[config.mk]
export PLATFORM = sky130hd
export DESIGN_NAME = dpc_div
export DESIGN_NICKNAME = d
export VERILOG_FILES = /design/src/hw/rtl/dpc_div.sv
export SDC_FILE = /design/constraint.sdc
export NUM_CORES = 2
export LEC_CHECK = 0
export BUFFER_PORTS_ARGS = -buffer_cell sky130_fd_sc_hd__buf_2
export CAP_MARGIN = 10
export CORE_UTILIZATION = 45
export CTS_CLUSTER_SIZE = 10
export DETAILED_ROUTE_END_ITERATION = 8
export PLACE_DENSITY_LB_ADDON = 0.15
export SLEW_MARGIN = 20
export SYNTH_ARGS = -nofsm -noshare
export SYNTH_HDL_FRONTEND = slang
export SYNTH_SLANG_ARGS = --single-unit
export TNS_END_PERCENT = 5
[constraint.sdc]
create_clock -name clock -period 3.5 [get_ports clock]
set_input_delay 0.525 -clock clock [delete_from_list [all_inputs] [get_ports clock]]
set_output_delay 0.525 -clock clock [all_outputs]
set_load 0.02 [all_outputs]
[src/hw/rtl/dpc_div.sv]
// dpc_div: pipelined restoring unsigned divider, one quotient bit per stage
// carries a side word alongside; no package dependencies
module dpc_div #(
   parameter int NUM_W  = 40,
   parameter int DEN_W  = 28,
   parameter int QUO_W  = 12,
   parameter int SIDE_W = 1
) (
   input  logic              clock,
   input  logic              reset,
   input  logic              adv,
   input  logic              in_valid,
   input  logic [NUM_W-1:0]  in_num,
   input  logic [DEN_W-1:0]  in_den,
   input  logic [SIDE_W-1:0] in_side,
   output logic              out_valid,
   output logic [QUO_W-1:0]  out_quo,
   output logic [SIDE_W-1:0] out_side
);

   localparam int CMP_W = ((NUM_W > DEN_W + QUO_W) ? NUM_W : DEN_W + QUO_W) + 1;

   logic [QUO_W-1:0]  vld_ff;
   logic [QUO_W-1:0]  quo_ff  [QUO_W];
   logic [SIDE_W-1:0] side_ff [QUO_W];
   logic [NUM_W-1:0]  rem_ff  [QUO_W-1];
   logic [DEN_W-1:0]  den_ff  [QUO_W-1];

   for (genvar s = 0; s < QUO_W; s++) begin : g_stage
      localparam int BIT = QUO_W - 1 - s;
      logic              vld_src;
      logic [QUO_W-1:0]  quo_src;
      logic [SIDE_W-1:0] side_src;
      logic [NUM_W-1:0]  rem_src;
      logic [DEN_W-1:0]  den_src;
      logic [CMP_W-1:0]  trial_c;
      logic              take_c;

      // stage inputs
      if (s == 0) begin : g_first
         assign vld_src  = in_valid;
         assign quo_src  = '0;
         assign side_src = in_side;
         assign rem_src  = in_num;
         assign den_src  = in_den;
      end else begin : g_next
         assign vld_src  = vld_ff[s-1];
         assign quo_src  = quo_ff[s-1];
         assign side_src = side_ff[s-1];
         assign rem_src  = rem_ff[s-1];
         assign den_src  = den_ff[s-1];
      end

      // trial subtract of the shifted divisor
      assign trial_c = CMP_W'(rem_src) - (CMP_W'(den_src) << BIT);
      assign take_c  = ~trial_c[CMP_W-1];

      always_ff @(posedge clock) begin
         if (reset) begin
            vld_ff[s] <= 1'b0;
         end else if (adv) begin
            vld_ff[s] <= vld_src;
         end
      end

      always_ff @(posedge clock) begin
         if (adv) begin
            quo_ff[s]  <= take_c ? (quo_src | (QUO_W'(1) << BIT)) : quo_src;
            side_ff[s] <= side_src;
         end
      end

      // remainder and divisor are only needed by later stages
      if (s < QUO_W - 1) begin : g_carry
         always_ff @(posedge clock) begin
            if (adv) begin
               rem_ff[s] <= take_c ? trial_c[NUM_W-1:0] : rem_src;
               den_ff[s] <= den_src;
            end
         end
      end
   end

   assign out_valid = vld_ff[QUO_W-1];
   assign out_quo   = quo_ff[QUO_W-1];
   assign out_side  = side_ff[QUO_W-1];

endmodule
# After elaboration in Yosys (flattened, before gate mapping)
# Memory sizes are Yosys's and may differ from the RTL's.
# Cells that the tools add are included.
# op_classes
addsub	12
div_mod_pow	0
eq_ne	0
n_reduce_logical	0
bitwise	0
shift	0
muxes	25
magnitude_cmp	0
multipliers	0
# op_table
operator	count
$mux W40	11
$sub A40 B28 Y41	1
$sub A40 B29 Y41	1
$sub A40 B30 Y41	1
$sub A40 B31 Y41	1
$sub A40 B32 Y41	1
$sub A40 B33 Y41	1
$sub A40 B34 Y41	1
$sub A40 B35 Y41	1
$sub A40 B36 Y41	1
$sub A40 B37 Y41	1
$sub A40 B38 Y41	1
$sub A40 B39 Y41	1
$mux W12	1
$mux W11	1
$mux W10	1
$mux W9	1
$mux W8	1
$mux W7	1
$mux W6	1
$mux W5	1
$mux W4	1
$mux W1	3
$mux W3	1
$mux W2	1
# word_totals
mem_count	4
inputBits	73
out_inout_bits	14
reg_bits	12
ram_bits	904
latchBits	0
mem_bits_ro	0
# mem_list
name	words	word_bits	read_ports	rd_clocked_by_memory_dff	write_ports	line	text
rem_ff	11	40	11	0	11	26	logic [NUM_W-1:0] rem_ff [QUO_W-1];
den_ff	11	28	11	0	11	27	logic [DEN_W-1:0] den_ff [QUO_W-1];
quo_ff	12	12	12	0	12	24	logic [QUO_W-1:0] quo_ff [QUO_W];
side_ff	12	1	12	0	12	25	logic [SIDE_W-1:0] side_ff [QUO_W];

# Logic depth before layout (Yosys ltp)
# An unclocked memory read counts as a cell.
# depth
depth_word	3
ltp_mapped	16
ltp_nobuf	15

# Least setup slack after synthesis
# No wires, ideal clock.
# synth_path
kind	register -> register
from	mem rem_ff[8][2]
to	mem rem_ff[9][23] (data pin)
synth_period_minus_slack_ns	3.599
t_arrival_ns	3.340
n_path_buf	1
setup_time_ns	0.260
setup_slack_ns	-0.099
path_stages_with_launch	15
cell_sequence	edfxtp_1 > inv_1 > ha_1 > inv_1 > fa_1 > a21o_1 > a21oi_1 > o211ai_1 > nand3_1 > a21oi_1 > or4b_1 > a31o_2 > a311oi_2 > buf_4 > mux2_2
# synth_lines
item	line
from (decl)	26

==> results_dict.tcl <==
set metrics [dict create \
    fin_nets 5052 \
    grt_pass1_wl_mm 146 \
    final_cell_mix "edfxtp_1, inv_1, buf_4, nand2_1, ha_1" \
    wirelength_mm 87.5 \
    io_buffers 86 \
    grt_pass1_vias 31000 \
    pin_count 87 \
    synth_edf_count 838 \
    synth_ff_type "edfxtp_1" \
    cap_violations 0 \
    crit_path_end_kind "flop" \
    dr_total_vias 30800 \
    fin_util 0.542 \
    cts.sinks 850 \
    critical_path_arrival_ns 4.10 \
    period_needed_ns 3.70 \
    routed_via_density 5.10 \
    initial_core_util 0.455 \
    setup_slack_ns -0.199 \
    ctsLongestPathBuffers 3 \
    report.final.setup_viol 40 \
    grt_setup_unrepaired "yes" \
    syn_to_final_growth_pct 18.9 \
    drc 0 \
    ys_ff_latch 850 \
    syn_inst 4102 \
    worstPathMaxFanout 8 \
    power_density_nw_per_um2 770 \
    cts_buffers 100 \
    ant_nets 0 \
    drv_slew 0 \
    status "finished, violations left" \
    synth.yosys.seq_area_share 0.546 \
    cts_tree "built" \
    power.ir.vdd_worst_uv 423 \
    p_leak_nw 22.8 \
    cp_num_buf_inv 5 \
    clk_pin_slew_worst_paths_ns 0.06 \
    avgSynthCellArea_um2 11.3 \
    routabilityCongestion 0.888 \
    seq_area_um2 25400 \
    clock_latency_ns 0.68 \
    skew_ns 0.0335 \
    fp.dieH_um 324 \
    grt_use_total 0.170 \
    synthesis.nets 4521 \
    slew_headroom 0.635 \
    htreeDepth 3 \
    grt_max_degree 97 \
    yosysWarnings 0 \
    r2r_slack_ns -0.20 \
    row_count 117 \
    fill_cells 8901 \
    antenna_found_initial 0 \
    finalHoldViolations 0 \
    first_iter_violations 1277 \
    slowest_delay_ns 0.53 \
    die_w_um 324 \
    critical_path_class "reg -> reg" \
    core_area_um2 102000 \
    fmaxAchievable_mhz 270 \
    finalNonFillerCells 6046 \
    final_cell_area_um2 55300 \
    root_buffer "clkbuf_16" \
    cp-start-kind "flop" \
    cp.required_ns 3.90 \
    placed_cells 5852 \
    dp_hpwl_mm 66.0 \
    worstPathCellList "inv_1 -> ha_2 -> inv_2 -> fa_2 -> a21o_1 -> a21oi_2 -> o211ai_1 -> nand3_1 -> a21oi_2 -> or4b_4 -> a31o_4 -> a311oi_4 -> buf_4 -> buf_16 -> buf_4 -> o21ai_0" \
    syn-cell-area_um2 46500 \
    crit_slowest_cell "or4b_4" \
    ys_types 89 \
    drt_pre_antenna_iters 5 \
    worst_slew_pin_slew_ns 0.539 \
    critical_path.top_delay_family "compound AO/OA/AOI/OAI gates" \
    placed_area_um2 51500 \
    final_common_cell "edfxtp_1" \
    dieArea_um2 105000 \
    hp-class "in -> reg" \
    drive_above_1_share 0.170 \
    failed_checks "setup timing" \
    wl_per_cell_um 14.5 \
    multi_input_area_um2 19800 \
    grt.overflow.total 0 \
    finalCritPeriodShare 1.06 \
    synthArstFlopShare 0 \
]
## synthesized netlist by cell type (all sizes together) (58+ instances only)
cell	count	share of area
o21ai	299	0.032
nand2b	62	0.0083
inv	420	0.034
ha	335	0.090
nor2	231	0.019
mux2	69	0.017
xor2	133	0.025
xnor2	177	0.033
nor3	58	0.0065
a21o	163	0.026
edfxtp	838	0.54
a21oi	305	0.033
nand3	60	0.0065
nand2	340	0.027
## layer usage
metal,vias up,global-route usage,wire (um)
li1,16000,-,-
met1,14300,0.188,36500
met2,403,0.320,45100
met3,183,0.0235,2570
met4,0,0.0758,3320
met5,-,0,0
## metrics by stage
step / TNS [ns] / power (W) / hold WS [ns] / worst slack [ns]
6_report: -4.46 / 0.0426 / 0.0575 / -0.199
2_1_floorplan: 0 / 0.0278 / 0.400 / 0.00109
4_1_cts: -5.34 / 0.0428 / 0.00154 / -0.233
5_1_grt: -18.71 / 0.0457 / 0.0247 / -0.354
3_3_place_gp: -15.56 / 0.0328 / 0.400 / -0.262
3_5_place_dp: -22.85 / 0.0330 / 0.405 / -0.312
## registers in the layout, indices dropped and copies added, names as in the netlist
name,flops
quo_ff,78
rem_ff,440
g_stage.vld_src,11
out_valid,1
side_ff,12
den_ff,308
## cell type report
cell class / count / share of cell area
Antenna cell: 1 / 0.0000452
Timing Repair Buffer: 508 / 0.0731
Inverter: 420 / 0.0285
Tap cell: 1368 / 0.0309
Clock buffer: 128 / 0.0482
Clock inverter: 18 / 0.00289
Sequential cell: 850 / 0.459
Multi-Input combinational cell: 2753 / 0.357
## worst paths after layout
| check | start | to | cells after the start |
|---|---|---|---|
| max | rem_ff[8][2]$_DFFE_PP_ | rem_ff[9][2]$_DFFE_PP_ | 16 |
| min | in_den[23] | den_ff[0][23]$_DFFE_PP_ | 1 |
| max reg2reg | rem_ff[8][2]$_DFFE_PP_ | rem_ff[9][2]$_DFFE_PP_ | 16 |
| min reg2reg | quo_ff[4][4]$_DFFE_PP_ | quo_ff[4][16]$_DFFE_PP_ | 0 |
## logic make-up after synthesis
logic type                 synth area share
DFF                                   0.546
buffers and inverters                0.0410
adders and majority gates            0.0948
muxes                                0.0204
AOI/OAI and AO/OA                     0.141
and+or+nand+nor                      0.0981
xor gates and xnor gates             0.0583
## report_power, final
part | switching (W) | total, W | internal (W)
logic | 0.00892 | 0.0175 | 0.00860
clock network | 0.00388 | 0.00917 | 0.00530
registers | 0.00135 | 0.0159 | 0.0145
## timing repair
action                                 4_1_cts  5_1_grt
endpoints found under the hold margin       31        0
cloned                                       2        0
resized for setup                           80       58
pin swaps                                   27       23
hold buffers                                31        0
buffers inserted                             6        8
setup endpoints to repair                  188      312
No activity file was read; power rests on OpenSTA's default activity.
